--- src/rtl/sqdpcm_pkg.sv ---
// sqdpcm_pkg: shared types, constants and helpers of the square-step dpcm encoder
// depends on nothing; imported by every module under rtl/
`timescale 1ns / 1ps

package sqdpcm_pkg;

    // field widths
    localparam int SAMPLE_W = 16;
    localparam int IDX_W    = 7;
    localparam int CODE_W   = 8;
    localparam int MAG_W    = 17;
    localparam int SQ_W     = 2 * IDX_W;
    localparam int SUM_W    = SAMPLE_W + 2;
    localparam int BIT_W    = $clog2(IDX_W);

    // magnitudes at or above this limit quantize to the top index
    localparam logic [MAG_W-1:0] MAX_DIFF = 17'd16384;
    // smallest magnitude whose nearest square root is 128 (then clamped)
    localparam logic [MAG_W-1:0] ROOT_CLAMP_THR = 17'd16257;
    localparam logic [IDX_W-1:0] IDX_MAX = 7'd127;

    // chunk-start truncation keeps the high byte
    localparam logic [SAMPLE_W-1:0] PRED_KEEP_MASK = 16'hFF00;
    localparam logic signed [SUM_W-1:0] PRED_MIN = -18'sd32768;
    localparam logic signed [SUM_W-1:0] PRED_MAX = 18'sd32767;

    // queue between front and back
    localparam int QUEUE_DEPTH = 2;
    localparam int QUEUE_PTR_W = $clog2(QUEUE_DEPTH);
    localparam int QUEUE_CNT_W = $clog2(QUEUE_DEPTH + 1);

    // classified item handed from front to back
    typedef struct packed {
        logic signed [SAMPLE_W-1:0] sample;
        logic                       ch;
        logic                       trunc;
    } item_t;

    typedef enum logic [1:0] {
        BK_IDLE,
        BK_SEARCH,
        BK_SQUARE,
        BK_GUARD
    } back_state_t;

    // lowest magnitude that maps to root index k (ties go to the lower root)
    function automatic logic [SQ_W-1:0] root_thr(input logic [IDX_W-1:0] k);
        logic [SQ_W-1:0] sq;
        sq = SQ_W'(k) * SQ_W'(k);
        return sq - SQ_W'(k) + SQ_W'(1);
    endfunction

endpackage

--- src/rtl/sqdpcm_front.sv ---
// sqdpcm_front: input stage, holds the mode register and classifies each sample
// depends on sqdpcm_pkg
`timescale 1ns / 1ps

module sqdpcm_front (
    input  logic                 aclk,
    input  logic                 aresetn,
    input  logic                 cfg_wr_en,
    input  logic                 cfg_wr_data,
    input  logic                 s_tvalid,
    output logic                 s_tready,
    input  logic [15:0]          s_tdata,   // [15:0] sample
    input  logic [1:0]           s_tuser,   // [0] channel, [1] chunk_start
    output logic                 q_valid,
    input  logic                 q_ready,
    output sqdpcm_pkg::item_t    q_item
);
    import sqdpcm_pkg::*;

    logic  stereo_reg;
    logic  valid_reg;
    item_t item_reg;
    item_t item_next;
    logic  s_xfer;

    // stage is free when empty or draining into the queue
    assign s_tready = !valid_reg || q_ready;
    assign s_xfer   = s_tvalid && s_tready;
    assign q_valid  = valid_reg;
    assign q_item   = item_reg;

    // classify: mono always uses channel 0 and never truncates
    always_comb begin
        item_next.sample = s_tdata;
        item_next.ch     = stereo_reg & s_tuser[0];
        item_next.trunc  = stereo_reg & s_tuser[1];
    end

    // control registers
    always_ff @(posedge aclk) begin
        if (!aresetn) begin
            stereo_reg <= 1'b0;
            valid_reg  <= 1'b0;
        end else begin
            if (cfg_wr_en) begin
                stereo_reg <= cfg_wr_data;
            end
            if (s_xfer) begin
                valid_reg <= 1'b1;
            end else if (q_ready) begin
                valid_reg <= 1'b0;
            end
        end
    end

    // payload register
    always_ff @(posedge aclk) begin
        if (s_xfer) begin
            item_reg <= item_next;
        end
    end

endmodule

--- src/rtl/sqdpcm_queue.sv ---
// sqdpcm_queue: small fifo of classified items between front and back
// depends on sqdpcm_pkg
`timescale 1ns / 1ps

module sqdpcm_queue (
    input  logic                 aclk,
    input  logic                 aresetn,
    input  logic                 in_valid,
    output logic                 in_ready,
    input  sqdpcm_pkg::item_t    in_item,
    output logic                 out_valid,
    input  logic                 out_ready,
    output sqdpcm_pkg::item_t    out_item
);
    import sqdpcm_pkg::*;

    item_t                  mem_reg [QUEUE_DEPTH];
    logic [QUEUE_PTR_W-1:0] wr_ptr_reg;
    logic [QUEUE_PTR_W-1:0] rd_ptr_reg;
    logic [QUEUE_CNT_W-1:0] cnt_reg;
    logic                   push;
    logic                   pop;

    assign in_ready  = cnt_reg != QUEUE_CNT_W'(QUEUE_DEPTH);
    assign out_valid = cnt_reg != '0;
    assign out_item  = mem_reg[rd_ptr_reg];
    assign push      = in_valid && in_ready;
    assign pop       = out_valid && out_ready;

    // pointers and fill count
    always_ff @(posedge aclk) begin
        if (!aresetn) begin
            wr_ptr_reg <= '0;
            rd_ptr_reg <= '0;
            cnt_reg    <= '0;
        end else begin
            if (push) begin
                wr_ptr_reg <= (wr_ptr_reg == QUEUE_PTR_W'(QUEUE_DEPTH - 1)) ? '0
                                                                           : wr_ptr_reg + 1'b1;
            end
            if (pop) begin
                rd_ptr_reg <= (rd_ptr_reg == QUEUE_PTR_W'(QUEUE_DEPTH - 1)) ? '0
                                                                           : rd_ptr_reg + 1'b1;
            end
            if (push && !pop) begin
                cnt_reg <= cnt_reg + 1'b1;
            end else if (pop && !push) begin
                cnt_reg <= cnt_reg - 1'b1;
            end
        end
    end

    // storage
    always_ff @(posedge aclk) begin
        if (push) begin
            mem_reg[wr_ptr_reg] <= in_item;
        end
    end

endmodule

--- src/rtl/sqdpcm_back.sv ---
// sqdpcm_back: predictor state, square-root search, range guard and output register
// depends on sqdpcm_pkg
`timescale 1ns / 1ps

module sqdpcm_back (
    input  logic                 aclk,
    input  logic                 aresetn,
    input  logic                 q_valid,
    output logic                 q_ready,
    input  sqdpcm_pkg::item_t    q_item,
    output logic                 m_tvalid,
    input  logic                 m_tready,
    output logic [23:0]          m_tdata    // [7:0] code, [23:8] new_predictor
);
    import sqdpcm_pkg::*;

    back_state_t state_reg, state_next;

    logic [SAMPLE_W-1:0]        pred_reg [2];
    logic                       ch_reg;
    logic                       sign_reg;
    logic [MAG_W-1:0]           mag_reg;
    logic signed [SAMPLE_W-1:0] prev_reg;
    logic [BIT_W-1:0]           bit_reg;
    logic [IDX_W-1:0]           res_reg;
    logic [IDX_W-1:0]           idx_reg;
    logic [SQ_W-1:0]            sq_reg;
    logic                       out_valid_reg;
    logic [CODE_W-1:0]          code_reg;
    logic [SAMPLE_W-1:0]        npred_reg;

    logic                       pop;
    logic [SAMPLE_W-1:0]        pred_sel;
    logic [SAMPLE_W-1:0]        prev_in;
    logic signed [MAG_W-1:0]    diff;
    logic [MAG_W-1:0]           mag_in;
    logic [IDX_W-1:0]           cand;
    logic                       take;
    logic                       big;
    logic signed [SUM_W-1:0]    prev_ext;
    logic signed [SUM_W-1:0]    sum_first;
    logic                       ovf;
    logic [IDX_W-1:0]           idx_fin;
    logic [SQ_W-1:0]            sq_fin;
    logic signed [SUM_W-1:0]    sum_fin;
    logic                       out_load;

    // difference against the (possibly truncated) channel predictor
    always_comb begin
        pop      = (state_reg == BK_IDLE) && q_valid;
        pred_sel = pred_reg[q_item.ch];
        prev_in  = q_item.trunc ? (pred_sel & PRED_KEEP_MASK) : pred_sel;
        diff     = {q_item.sample[SAMPLE_W-1], q_item.sample}
                 - {prev_in[SAMPLE_W-1], prev_in};
        mag_in   = diff[MAG_W-1] ? MAG_W'(~diff + 1'b1) : MAG_W'(diff);
    end

    // one root bit per cycle, msb first
    always_comb begin
        cand = res_reg | (IDX_W'(1) << bit_reg);
        take = {{(MAG_W - SQ_W){1'b0}}, root_thr(cand)} <= mag_reg;
        big  = (mag_reg >= MAX_DIFF) || (mag_reg >= ROOT_CLAMP_THR);
    end

    // range guard: lower the root once if the step would leave 16 bits
    always_comb begin
        prev_ext  = SUM_W'(prev_reg);
        sum_first = sign_reg ? prev_ext - SUM_W'(sq_reg) : prev_ext + SUM_W'(sq_reg);
        ovf       = ((sum_first < PRED_MIN) || (sum_first > PRED_MAX)) && (idx_reg != '0);
        idx_fin   = ovf ? idx_reg - 1'b1 : idx_reg;
        sq_fin    = ovf ? sq_reg - {{(SQ_W - IDX_W - 1){1'b0}}, idx_reg, 1'b0} + SQ_W'(1)
                        : sq_reg;
        sum_fin   = sign_reg ? prev_ext - SUM_W'(sq_fin) : prev_ext + SUM_W'(sq_fin);
        out_load  = (state_reg == BK_GUARD) && (!out_valid_reg || m_tready);
    end

    // sequencer next state and outputs
    always_comb begin
        state_next = state_reg;
        q_ready    = 1'b0;
        unique case (state_reg)
            BK_IDLE: begin
                q_ready = 1'b1;
                if (q_valid) begin
                    state_next = BK_SEARCH;
                end
            end
            BK_SEARCH: begin
                if (bit_reg == '0) begin
                    state_next = BK_SQUARE;
                end
            end
            BK_SQUARE: begin
                state_next = BK_GUARD;
            end
            BK_GUARD: begin
                if (out_load) begin
                    state_next = BK_IDLE;
                end
            end
            default: begin
                state_next = BK_IDLE;
            end
        endcase
    end

    assign m_tvalid = out_valid_reg;
    assign m_tdata  = {npred_reg, code_reg};

    // state, predictors and output valid
    always_ff @(posedge aclk) begin
        if (!aresetn) begin
            state_reg     <= BK_IDLE;
            pred_reg[0]   <= '0;
            pred_reg[1]   <= '0;
            out_valid_reg <= 1'b0;
        end else begin
            state_reg <= state_next;
            if (pop && q_item.trunc) begin
                pred_reg[0] <= pred_reg[0] & PRED_KEEP_MASK;
                pred_reg[1] <= pred_reg[1] & PRED_KEEP_MASK;
            end
            if (out_load) begin
                pred_reg[ch_reg] <= sum_fin[SAMPLE_W-1:0];
            end
            if (out_load) begin
                out_valid_reg <= 1'b1;
            end else if (m_tready) begin
                out_valid_reg <= 1'b0;
            end
        end
    end

    // datapath registers
    always_ff @(posedge aclk) begin
        if (pop) begin
            ch_reg   <= q_item.ch;
            sign_reg <= diff[MAG_W-1];
            mag_reg  <= mag_in;
            prev_reg <= prev_in;
            res_reg  <= '0;
            bit_reg  <= BIT_W'(IDX_W - 1);
        end
        if (state_reg == BK_SEARCH) begin
            if (take) begin
                res_reg <= cand;
            end
            bit_reg <= bit_reg - 1'b1;
        end
        if (state_reg == BK_SQUARE) begin
            idx_reg <= big ? IDX_MAX : res_reg;
            sq_reg  <= big ? SQ_W'(IDX_MAX) * SQ_W'(IDX_MAX)
                           : SQ_W'(res_reg) * SQ_W'(res_reg);
        end
        if (out_load) begin
            code_reg  <= {sign_reg, idx_fin};
            npred_reg <= sum_fin[SAMPLE_W-1:0];
        end
    end

    // partial root never overshoots the magnitude
    a_search_bound: assert property (@(posedge aclk) disable iff (!aresetn)
        (state_reg == BK_SEARCH) && (res_reg != '0)
        |-> ({{(MAG_W - SQ_W){1'b0}}, root_thr(res_reg)} <= mag_reg))
        else $error("root search passed the magnitude");

    // guarded step always stays inside 16-bit range
    a_guard_range: assert property (@(posedge aclk) disable iff (!aresetn)
        out_load |-> ((sum_fin >= PRED_MIN) && (sum_fin <= PRED_MAX)))
        else $error("predictor step left 16-bit range");

    // stored predictor matches the emitted one
    a_pred_written: assert property (@(posedge aclk) disable iff (!aresetn)
        out_load |=> (pred_reg[ch_reg] == npred_reg))
        else $error("predictor store disagrees with output");

endmodule

--- src/rtl/square_step_dpcm_audio_encoder.sv ---
// square_step_dpcm_audio_encoder: samples pass the front register, the queue and
// the back end sequencer, which handles one sample at a time (load, 7 root-search
// steps of one bit each, square, guard) and pops the next once the result is
// loaded. the 2-entry queue lets the front take samples while the back is busy.
// reset (aresetn low, synchronous) zeroes both predictors, selects mono, empties
// the queue and the output register; no clearing pass is needed.
`timescale 1ns / 1ps

module square_step_dpcm_audio_encoder (
    input  logic        aclk,
    input  logic        aresetn,
    input  logic        cfg_wr_en,
    input  logic        cfg_wr_data,  // stereo_mode
    input  logic        s_tvalid,
    output logic        s_tready,
    input  logic [15:0] s_tdata,      // [15:0] sample
    input  logic [1:0]  s_tuser,      // [0] channel, [1] chunk_start
    output logic        m_tvalid,
    input  logic        m_tready,
    output logic [23:0] m_tdata       // [7:0] code, [23:8] new_predictor
);
    import sqdpcm_pkg::*;

    logic  fq_valid;
    logic  fq_ready;
    item_t fq_item;
    logic  qb_valid;
    logic  qb_ready;
    item_t qb_item;

    // accept and classify
    sqdpcm_front u_front (
        .aclk        (aclk),
        .aresetn     (aresetn),
        .cfg_wr_en   (cfg_wr_en),
        .cfg_wr_data (cfg_wr_data),
        .s_tvalid    (s_tvalid),
        .s_tready    (s_tready),
        .s_tdata     (s_tdata),
        .s_tuser     (s_tuser),
        .q_valid     (fq_valid),
        .q_ready     (fq_ready),
        .q_item      (fq_item)
    );

    // decoupling queue
    sqdpcm_queue u_queue (
        .aclk      (aclk),
        .aresetn   (aresetn),
        .in_valid  (fq_valid),
        .in_ready  (fq_ready),
        .in_item   (fq_item),
        .out_valid (qb_valid),
        .out_ready (qb_ready),
        .out_item  (qb_item)
    );

    // encode and update predictor
    sqdpcm_back u_back (
        .aclk     (aclk),
        .aresetn  (aresetn),
        .q_valid  (qb_valid),
        .q_ready  (qb_ready),
        .q_item   (qb_item),
        .m_tvalid (m_tvalid),
        .m_tready (m_tready),
        .m_tdata  (m_tdata)
    );

endmodule
--- config.mk ---
export PLATFORM = sky130hd
export DESIGN_NAME = square_step_dpcm_audio_encoder
export DESIGN_NICKNAME = d
export VERILOG_FILES = /design/src/rtl/sqdpcm_pkg.sv /design/src/rtl/sqdpcm_front.sv /design/src/rtl/sqdpcm_queue.sv /design/src/rtl/sqdpcm_back.sv /design/src/rtl/square_step_dpcm_audio_encoder.sv
export SDC_FILE = /design/constraint.sdc
export NUM_CORES = 1
export LEC_CHECK = 0
export BUFFER_PORTS_ARGS = -buffer_cell sky130_fd_sc_hd__buf_2
export CAP_MARGIN = 5
export CORE_UTILIZATION = 45
export CTS_CLUSTER_SIZE = 14
export DETAILED_ROUTE_END_ITERATION = 10
export GPL_TIMING_DRIVEN = 0
export REMOVE_ABC_BUFFERS = 1
export SLEW_MARGIN = 0
export SYNTH_ARGS = -nofsm -noshare
export SYNTH_HDL_FRONTEND = slang
export SYNTH_SLANG_ARGS = --single-unit
--- constraint.sdc ---
create_clock -name aclk -period 5.7 [get_ports aclk]
set_input_delay 0.285 -clock aclk [delete_from_list [all_inputs] [get_ports aclk]]
set_output_delay 0.285 -clock aclk [all_outputs]
set_load 0.05 [all_outputs]
==> flow_metrics.env, run 1 <==
export IMPL_track_usage_pct=20.30
export IMPL_cts_made_buffers=17
export IMPL_start_kind="flip-flop"
export IMPL_rows=63
export IMPL_synth_edf_count=167
export IMPL_grt_pass1_vias=10003
export IMPL_setup_viol=31
export IMPL_drt_pass1_iter_count=5
export IMPL_violations="setup timing"
export IMPL_drt_iter0_drc=486
export IMPL_maxCapViolations=0
export IMPL_crit_slowest_cell="or4b_4"
export IMPL_io_pins=50
export IMPL_endpoint_kind="flip-flop"
export IMPL_avgSynthCellArea_um2=10.29
export IMPL_dr_total_vias=10209
export IMPL_status="finished, violations left"
export IMPL_worstHoldPathType="primary input to flip-flop"
export IMPL_path_max_fanout=6
export IMPL_die_h_um=177.5
export IMPL_skew_ps=13.76
export IMPL_ys_flop_type="edfxtp_1"
export IMPL_place_hpwl_um=22500
export IMPL_tightest_slew_ps=1151
export IMPL_routedWlPerCell_um=16.66
export IMPL_synthArstFlopShare_pct=0
export IMPL_slew_headroom_pct=22.59
export IMPL_utilization_pct=56.00
export IMPL_clock_sinks=184
export IMPL_antenna_found_initial=0
export IMPL_finalHoldViolCount=0
export IMPL_wl_um=31440
export IMPL_max_freq_mhz=161.8
export IMPL_dp_cells=1754
export IMPL_slew_viol_final=0
export IMPL_worstPathRequired_ps=5850
export IMPL_port_buffer_count=49
export IMPL_clk_latency_ps=440
export IMPL_synth_seq_cells=184
export IMPL_vias_per_cell=5.410
export IMPL_fin_area_mm2=0.01677
export IMPL_start_util_pct=46.24
export IMPL_coreArea_mm2=0.02995
export IMPL_synthDistinctLibCells=86
export IMPL_ant_nets=0
export IMPL_cp_arrival_ps=6330
export IMPL_ys_seq_area_share_pct=38.66
export IMPL_clockRootBuffer="clkbuf_16"
export IMPL_clockBufferDepth=2
export IMPL_final_nets=1703
export IMPL_ys_warnings_count=0
export IMPL_largest_reg_flops=36
export IMPL_finalNonFillerCells=1887
export IMPL_num_antenna_cells=0
export IMPL_htreeDepth=4
export IMPL_setup_ws_ps=-480.0
export IMPL_synth_cells=1346
export IMPL_fin_crit_ps=6180
export IMPL_drive_gt1_share_pct=23.65
export IMPL_syn2layout_area_growth_pct=21.09
export IMPL_grt_pass1_wl_um=49680
export IMPL_drc=0
export IMPL_rsz0062_at_grt="yes"
export IMPL_post_route_period_util_pct=108.4
export IMPL_die_x_um=177.5
export IMPL_grt_max_degree=40
export IMPL_cts_tree="done"
export IMPL_reg2reg_slack_ps=-480
export IMPL_clkTransAtPathRegs_ps=70
export IMPL_place_congestion=0.8513
export IMPL_syn_cell_area_mm2=0.01385
export IMPL_grt_overflow=0
export IMPL_place_area_mm2=0.01446
export IMPL_n_fill_cell=2555
export IMPL_worstSetupPathType="flip-flop to flip-flop"
export IMPL_die_area_mm2=0.03149
export IMPL_critical_path_max_stage_delay_ps=510
## worst max-delay path, delay by kind of cell (launching register included)
family | cells | cell delay, ps
and+or+nand+nor | 12 | 2210
AOI/OAI and AO/OA | 9 | 1470
adders and majority gates | 3 | 750
buffers and inverters | 4 | 530
DFF | 1 | 480
xor gates and xnor gates | 3 | 470
## through the flow
step | worst slack, ps | hold slack [ps] | setup TNS [ps]
final | -480.0 | 20.11 | -7516
after global routing | -796.8 | 0.4666 | -15200
after CTS | -333.4 | 0.04197 | -4084
after detailed placement | -1741 | 430.6 | -52020
after global placement | -1709 | 422.1 | -62390
after floorplan | -572.1 | 383.9 | -6531
## synth_stat cells, drive strengths merged (5+ instances only)
library cell / instances / area [um2]
a21o: 25 / 187.7
xnor2: 63 / 551.8
nand2b: 22 / 137.6
mux4: 7 / 157.7
dfxtp: 17 / 340.3
mux2i: 11 / 110.1
nor4b: 5 / 56.31
xor2: 36 / 315.3
o31ai: 6 / 45.04
nand3: 28 / 145.1
nor2b: 15 / 93.84
nand3b: 6 / 45.04
o21bai: 11 / 82.58
a21oi: 64 / 320.3
a31oi: 9 / 71.32
o21a: 19 / 150.1
nor4: 14 / 112.6
edfxtp: 167 / 5015
and3: 16 / 105.1
o21ai: 40 / 203.9
buf: 11 / 72.57
inv: 152 / 570.5
nand4: 15 / 93.84
ha: 154 / 1927
or4: 5 / 37.54
fa: 40 / 800.8
o22ai: 5 / 31.28
clkbuf: 22 / 82.58
a211oi: 6 / 50.05
o211ai: 9 / 67.56
mux2: 17 / 191.4
nor3: 28 / 155.2
and2: 29 / 181.4
nand2: 98 / 367.9
or3: 9 / 56.30
o31a: 5 / 43.79
nor2: 110 / 412.9
## path summary, 6_finish.rpt
check | cells after the start | end | from
max | 31 | u_back.pred_reg[0][15]$_SDFFCE_PN0P_ | u_back.sq_reg[2]$_SDFFCE_PP0P_
min | 1 | u_front.q_item[5]$_DFFE_PP_ | s_tdata[3]
max reg2reg | 31 | u_back.pred_reg[0][15]$_SDFFCE_PN0P_ | u_back.sq_reg[2]$_SDFFCE_PP0P_
min reg2reg | 0 | u_queue.mem_reg[0][3]$_DFFE_PP_ | u_front.q_item[3]$_DFFE_PP_
## kinds of logic after synthesis
group | count (synthesis) | share of synthesized area, %
other | 1 | 0.02707
AO/OA/AOI/OAI | 231 | 11.41
XOR/XNOR | 99 | 6.260
AND/OR/NAND/NOR | 415 | 15.35
adder cells (fa/ha/maj) | 194 | 19.69
multiplexers | 35 | 3.315
flip-flops | 184 | 38.66
buffers and inverters | 187 | 5.293
## cell usage in the layout (no fill, tap or decap), types with 8 or more instances in the layout
cell / n
or3_1: 9
inv_1: 132
dlygate4sd3_1: 9
dfxtp_1: 16
nor4_1: 8
a21o_1: 22
nand2b_1: 20
buf_4: 79
fa_1: 39
a21oi_1: 39
mux2i_1: 10
xor2_1: 31
buf_2: 49
nand4_1: 15
xnor2_1: 56
a21oi_4: 12
nor2_2: 8
and3_1: 11
nor2_1: 98
clkbuf_16: 17
o211ai_1: 9
buf_6: 14
nand2_1: 94
o21a_1: 18
inv_2: 15
o21bai_1: 11
edfxtp_1: 167
and2_1: 28
nor2b_1: 10
a21oi_2: 13
mux2_2: 17
nor3_1: 21
nand3_1: 24
ha_1: 142
o21ai_0: 26
ha_4: 9
## layer usage
layer,GRT usage (%),vias up,wire (um)
li1,-,5045,-
met1,25.87,4963,14190
met2,35.43,160,15750
met3,2.956,41,778
met4,6.161,0,726
met5,0,-,0
## area by class of cell
type	count	area (um2)	share of cell area (%)
clock buffers	18	429.2	2.559
inverters	154	591.8	3.528
well taps	390	488.0	2.909
clock inverters	13	131.4	0.7832
multi-input cells	977	8691	51.81
flip-flops and latches	184	5356	31.93
repair buffers	151	1086	6.475
## timing repair
| action | CTS | global route |
|---|---|---|
| hold buffers | 5 | 4 |
| gates resized for setup | 138 | 66 |
| buffers inserted | 71 | 23 |
| gates cloned | 1 | 0 |
| pin swaps | 73 | 50 |
| hold endpoints to repair | 5 | 4 |
| endpoints found under the setup margin | 46 | 39 |
Power of run 1 is not shown: default switching activity piles up to over one toggle a cycle in this logic, so the estimate is an artifact.
==> run 2, diff against run 1 <==
--- a/config.mk
+++ b/config.mk
@@ -8,6 +8,7 @@
 export BUFFER_PORTS_ARGS = -buffer_cell sky130_fd_sc_hd__buf_2
 export CAP_MARGIN = 5
 export CORE_UTILIZATION = 45
+export CTS_BUF_LIST = sky130_fd_sc_hd__clkbuf_8
 export CTS_CLUSTER_SIZE = 14
 export DETAILED_ROUTE_END_ITERATION = 10
 export GPL_TIMING_DRIVEN = 0
==> run 2 against run 1 <==
Against the previous run: the run still ends with setup timing left; flip-flop and latch count stayed put; register-to-register slack got worse by 40 ps; global-route usage shrank 0.060 points; sequential share of layout area rose by 0.23 points; via count about the same; clock-buffer cell count down 1; setup slack got worse by 44 ps; final area is 0.70% lower; critical path depth did not move; highest routed layer unchanged; maximum frequency shrank 0.71%; non-clock buffer count up 6; first-iteration DRC count is 2.7% higher.
==> flow_metrics.env, run 2 (synthesized netlist as in run 1, its figures left out) <==
export IMPL_status="finished, violations left"
export IMPL_violations="setup timing"
export IMPL_final_common_cell="edfxtp_1"
export IMPL_worstPathRequired_ps=5900
export IMPL_clock_sinks=184
export IMPL_grt_pass1_wl_um=49780
export IMPL_routedWlPerCell_um=16.58
export IMPL_vias_per_cell=5.396
export IMPL_max_freq_mhz=160.7
export IMPL_crit_slowest_cell="or4b_4"
export IMPL_track_usage_pct=20.24
export IMPL_drt_iter0_drc=499
export IMPL_tightest_slew_ps=1169
export IMPL_place_congestion=0.8513
export IMPL_clockRootBuffer="clkbuf_8"
export IMPL_setup_ws_ps=-524.0
export IMPL_final_nets=1709
export IMPL_die_area_mm2=0.03149
export IMPL_place_hpwl_um=22500
export IMPL_grt_max_degree=40
export IMPL_start_util_pct=46.24
export IMPL_io_pins=50
export IMPL_clk_latency_ps=480
export IMPL_coreArea_mm2=0.02995
export IMPL_post_route_period_util_pct=109.2
export IMPL_skew_ps=21.57
export IMPL_syn2layout_area_growth_pct=20.24
export IMPL_rsz0062_at_grt="yes"
export IMPL_wl_um=31380
export IMPL_slew_viol_final=0
export IMPL_n_fill_cell=2568
export IMPL_grt_pass1_vias=10047
export IMPL_cts_tree="done"
export IMPL_rows=63
export IMPL_tns_ps=-7361
export IMPL_fin_crit_ps=6224
export IMPL_die_h_um=177.5
export IMPL_ant_nets=0
export IMPL_dr_total_vias=10215
export IMPL_cts_made_buffers=17
export IMPL_port_buffer_count=49
export IMPL_cp_arrival_ps=6420
export IMPL_finalHoldViolCount=0
export IMPL_drc=0
export IMPL_critPathBufInv=4
export IMPL_start_kind="flip-flop"
export IMPL_drt_pass1_iter_count=5
export IMPL_clockBufferDepth=2
export IMPL_setup_viol=31
export IMPL_endpoint_kind="flip-flop"
export IMPL_clkTransAtPathRegs_ps=110
export IMPL_antenna_found_initial=0
export IMPL_grt_overflow=0
export IMPL_die_x_um=177.5
export IMPL_slew_headroom_pct=21.37
export IMPL_worstHoldPathType="primary input to flip-flop"
export IMPL_utilization_pct=55.61
export IMPL_final_cell_mix="edfxtp_1 (167), ha_1 (142), inv_1 (132), nor2_1 (99), nand2_1 (95)"
export IMPL_path_max_fanout=4
export IMPL_critical_path_max_stage_delay_ps=510
export IMPL_cp_top_family="simple AND/OR/NAND/NOR gates"
export IMPL_worstSetupPathType="flip-flop to flip-flop"
export IMPL_maxCapViolations=0
export IMPL_num_antenna_cells=0
export IMPL_largest_reg_flops=36
export IMPL_htreeDepth=4
export IMPL_drive_gt1_share_pct=23.35
-- run 2: cell types whose count changed in the layout (fill, tap and decap cells not counted), moves of 2 or more --
| cell | delta |
|---|---|
| nor2_2 | -2 |
| clkbuf_16 | -17 |
| dlygate4sd3_1 | +7 |
| clkbuf_8 | +17 |
| o21ai_1 | +2 |
| a21oi_2 | +2 |
-- run 2: final timing paths --
path / start / endpoint / slack [ps] / cells after the start
worst max-delay path: u_back.sq_reg[0]$_SDFFCE_PP1P_ / u_back.pred_reg[0][15]$_SDFFCE_PN0P_ / -520 / 31
worst max register to register: u_back.sq_reg[0]$_SDFFCE_PP1P_ / u_back.pred_reg[0][15]$_SDFFCE_PN0P_ / -520 / 31
worst min-delay path: s_tvalid / u_front.q_valid$_SDFFE_PN0P_ / 30 / 3
worst min register to register: u_front.q_item[1]$_DFFE_PP_ / u_queue.mem_reg[1][1]$_DFFE_PP_ / 450 / 0
-- run 2: metrics by stage --
stage	setup slack (ps)	instance area, um2	hold slack [ps]	std cells
finish	-524.0	16660	30.80	1893
global route	-883.8	16660	18.66	1893
CTS	-337.0	16160	9.243	1873
detailed placement	-1741	14460	430.6	1754
global placement	-1709	14430	422.1	1753
floorplan	-572.1	13700	383.9	1314
-- run 2: area by class of cell --
| cell class | instances | area, um2 | area share [%] |
|---|---|---|---|
| flip-flops and latches | 184 | 5356 | 32.16 |
| inverters | 154 | 591.8 | 3.553 |
| repair buffers | 157 | 1149 | 6.896 |
| clock buffers | 17 | 234.0 | 1.405 |
| well taps | 390 | 488.0 | 2.930 |
| multi-input cells | 977 | 8702 | 52.25 |
| clock inverters | 14 | 135.1 | 0.8113 |
-- run 2: what timing repair did --
action / 4_1_cts / 5_1_grt
endpoints found under the hold margin: 16 / 0
buffers inserted: 71 / 21
endpoints found under the setup margin: 46 / 39
gates resized for setup: 138 / 68
pin swaps: 74 / 52
hold buffers: 16 / 0
gates cloned: 1 / 0
-- run 2: per-layer routing --
metal | global-route usage [%] | part of all wire [%] | vias up
met5 | 0 | 0 | -
met4 | 6.125 | 2.0 | 0
met3 | 2.742 | 2.5 | 32
met2 | 35.34 | 50 | 156
met1 | 25.93 | 45 | 4964
li1 | - | - | 5063
-- run 2: worst register-to-register path: cells and delay by family (launching register included) --
family,cells,cell delay [ps]
buffers and inverters,4,470
and+or+nand+nor,11,2020
adders and majority gates,4,880
AOI/OAI and AO/OA,9,1650
DFF,1,460
xor gates and xnor gates,3,480
Power of run 2 is left out for the same reason.
==> run 3, diff against run 2 <==
--- a/config.mk
+++ b/config.mk
@@ -6,12 +6,15 @@
 export NUM_CORES = 1
 export LEC_CHECK = 0
 export BUFFER_PORTS_ARGS = -buffer_cell sky130_fd_sc_hd__buf_2
-export CAP_MARGIN = 5
-export CORE_UTILIZATION = 45
+export CAP_MARGIN = 10
+export CELL_PAD_IN_SITES_DETAIL_PLACEMENT = 0
+export CELL_PAD_IN_SITES_GLOBAL_PLACEMENT = 2
+export CORE_UTILIZATION = 39
 export CTS_BUF_LIST = sky130_fd_sc_hd__clkbuf_8
 export CTS_CLUSTER_SIZE = 14
 export DETAILED_ROUTE_END_ITERATION = 10
 export GPL_TIMING_DRIVEN = 0
+export PLACE_DENSITY_LB_ADDON = 0.1
 export REMOVE_ABC_BUFFERS = 1
 export SLEW_MARGIN = 0
 export SYNTH_ARGS = -nofsm -noshare
==> run 3 against run 2 <==
Against the previous run: the run still ends with setup timing left; clock skew increased by 3.7 ps; wire length increased by 5.7%; core utilization decreased by 8.1 points; clock-buffer cell count unchanged; via count decreased by 0.37%; setup slack got worse by 13 ps; sequential share of layout area increased by 0.31 points; non-clock buffer count increased by 6; largest cell class unchanged; highest routed layer unchanged.
==> flow_metrics.env, run 3 (synthesized netlist as in run 1, its figures left out) <==
export IMPL_status="finished, violations left"
export IMPL_violations="setup timing"
export IMPL_syn2layout_area_growth_pct=19.09
export IMPL_io_pins=50
export IMPL_wl_um=33170
export IMPL_drc=0
export IMPL_grt_max_degree=40
export IMPL_coreArea_mm2=0.03471
export IMPL_cts_made_buffers=17
export IMPL_min_from="cfg_wr_en"
export IMPL_grt_overflow=0
export IMPL_drive_gt1_share_pct=21.99
export IMPL_tightest_slew_ps=1028
export IMPL_post_route_period_util_pct=109.4
export IMPL_holdPathStages=3
export IMPL_max_freq_mhz=160.3
export IMPL_grt_pass1_wl_um=53460
export IMPL_critical_path_max_stage_delay_ps=540
export IMPL_worstSetupStartpoint="u_back.sq_reg[6]$_SDFFCE_PP0P_"
export IMPL_clockBufferDepth=2
export IMPL_htreeDepth=4
export IMPL_worstSetupPathType="flip-flop to flip-flop"
export IMPL_finalHoldViolCount=0
export IMPL_place_congestion=0.7703
export IMPL_cp_top_family="simple AND/OR/NAND/NOR gates"
export IMPL_track_usage_pct=19.08
export IMPL_clkTransAtPathRegs_ps=110
export IMPL_reg2reg_from="u_back.sq_reg[6]$_SDFFCE_PP0P_"
export IMPL_die_h_um=190.5
export IMPL_setup_ws_ps=-537.0
export IMPL_path_max_fanout=6
export IMPL_utilization_pct=47.52
export IMPL_ant_nets=0
export IMPL_slew_viol_final=0
export IMPL_n_fill_cell=3292
export IMPL_start_kind="flip-flop"
export IMPL_endpoint_kind="flip-flop"
export IMPL_worstPathRequired_ps=5930
export IMPL_die_x_um=190.5
export IMPL_drt_pass1_iter_count=5
export IMPL_largest_reg_flops=36
export IMPL_rows=68
export IMPL_r2r_end="u_back.pred_reg[0][15]$_SDFFCE_PN0P_"
export IMPL_vias_per_cell=5.179
export IMPL_clockRootBuffer="clkbuf_8"
export IMPL_r2r_cells=29
export IMPL_die_area_mm2=0.03628
export IMPL_dr_total_vias=10177
export IMPL_grt_pass1_vias=10089
export IMPL_final_cell_mix="edfxtp_1 (167), ha_1 (144), inv_1 (135), nor2_1 (101), nand2_1 (95)"
export IMPL_setup_viol=36
export IMPL_final_common_cell="edfxtp_1"
export IMPL_num_antenna_cells=0
export IMPL_clock_sinks=184
export IMPL_final_nets=1715
export IMPL_reg2reg_slack_ps=-540
export IMPL_clk_latency_ps=500
export IMPL_start_util_pct=39.90
export IMPL_slew_headroom_pct=31.46
export IMPL_fin_crit_ps=6237
export IMPL_maxCapViolations=0
export IMPL_worstHoldPathType="primary input to flip-flop"
export IMPL_drt_iter0_drc=477
export IMPL_cts_tree="done"
export IMPL_critPathBufInv=2
export IMPL_rsz0062_at_grt="yes"
export IMPL_place_hpwl_um=24700
export IMPL_antenna_found_initial=0
export IMPL_crit_slowest_cell="edfxtp_1"
export IMPL_routedWlPerCell_um=16.88
export IMPL_cp_arrival_ps=6470
export IMPL_port_buffer_count=49
export IMPL_holdPathEnd="u_front.stereo_reg$_SDFFE_PN0P_"
export IMPL_skew_ps=25.29
==> run 3: cell type report <==
type,instances,area [um2],area share [%]
Timing Repair Buffer,163,1201,7.282
Clock inverter,15,156.4,0.9481
Clock buffer,17,234.0,1.418
Inverter,154,593.1,3.595
Sequential cell,184,5356,32.47
Multi-Input combinational cell,977,8386,50.83
Tap cell,455,569.3,3.451
==> run 3: routing by layer <==
metal	share of wire (%)	GRT usage, %
met5	0	0
met4	1.2	4.523
met3	2.4	2.687
met2	48	31.58
met1	48	26.26
==> run 3: how the worst max path moves through the flow <==
stage                                           endpoint  slack [ps]  cells past startpoint
CTS                 u_back.pred_reg[0][15]$_SDFFCE_PN0P_        -300                     30
global route        u_back.pred_reg[1][15]$_SDFFCE_PN0P_        -810                     31
global placement               u_back.res_reg[2]$_DFF_P_       -1900                     27
floorplan                      u_back.res_reg[0]$_DFF_P_        -570                     27
finish              u_back.pred_reg[0][15]$_SDFFCE_PN0P_        -540                     29
detailed placement  u_back.pred_reg[1][15]$_SDFFCE_PN0P_       -1890                     30
==> run 3: per-stage QoR <==
stage               setup slack [ps]  hold WS, ps  setup TNS (ps)  cell area, um2  instances
floorplan                     -572.1        383.9           -6531           13700       1314
global placement               -1904        425.2          -77250           14520       1818
detailed placement             -1885        434.0          -59340           14590       1823
CTS                           -297.4        2.507           -3794           16210       1951
global route                  -814.5        26.77          -20310           16500       1965
finish                        -537.0        51.37          -10470           16500       1965
==> run 3: worst register-to-register path: cells and delay by family, from the launching register on <==
| kind | cells | cell delay, ps |
|---|---|---|
| AOI/OAI and AO/OA | 10 | 1710 |
| xor gates and xnor gates | 3 | 480 |
| adders and majority gates | 3 | 800 |
| buffers and inverters | 2 | 220 |
| DFF | 1 | 540 |
| and+or+nand+nor | 11 | 2220 |
==> run 3: repair_timing <==
action,CTS,global route
pin swaps,57,22
hold endpoints to repair,18,0
gates resized for setup,118,35
setup buffers,77,14
hold buffers,18,0
setup endpoints to repair,51,48
cloned,1,0
Power of run 3 is left out for the same reason.
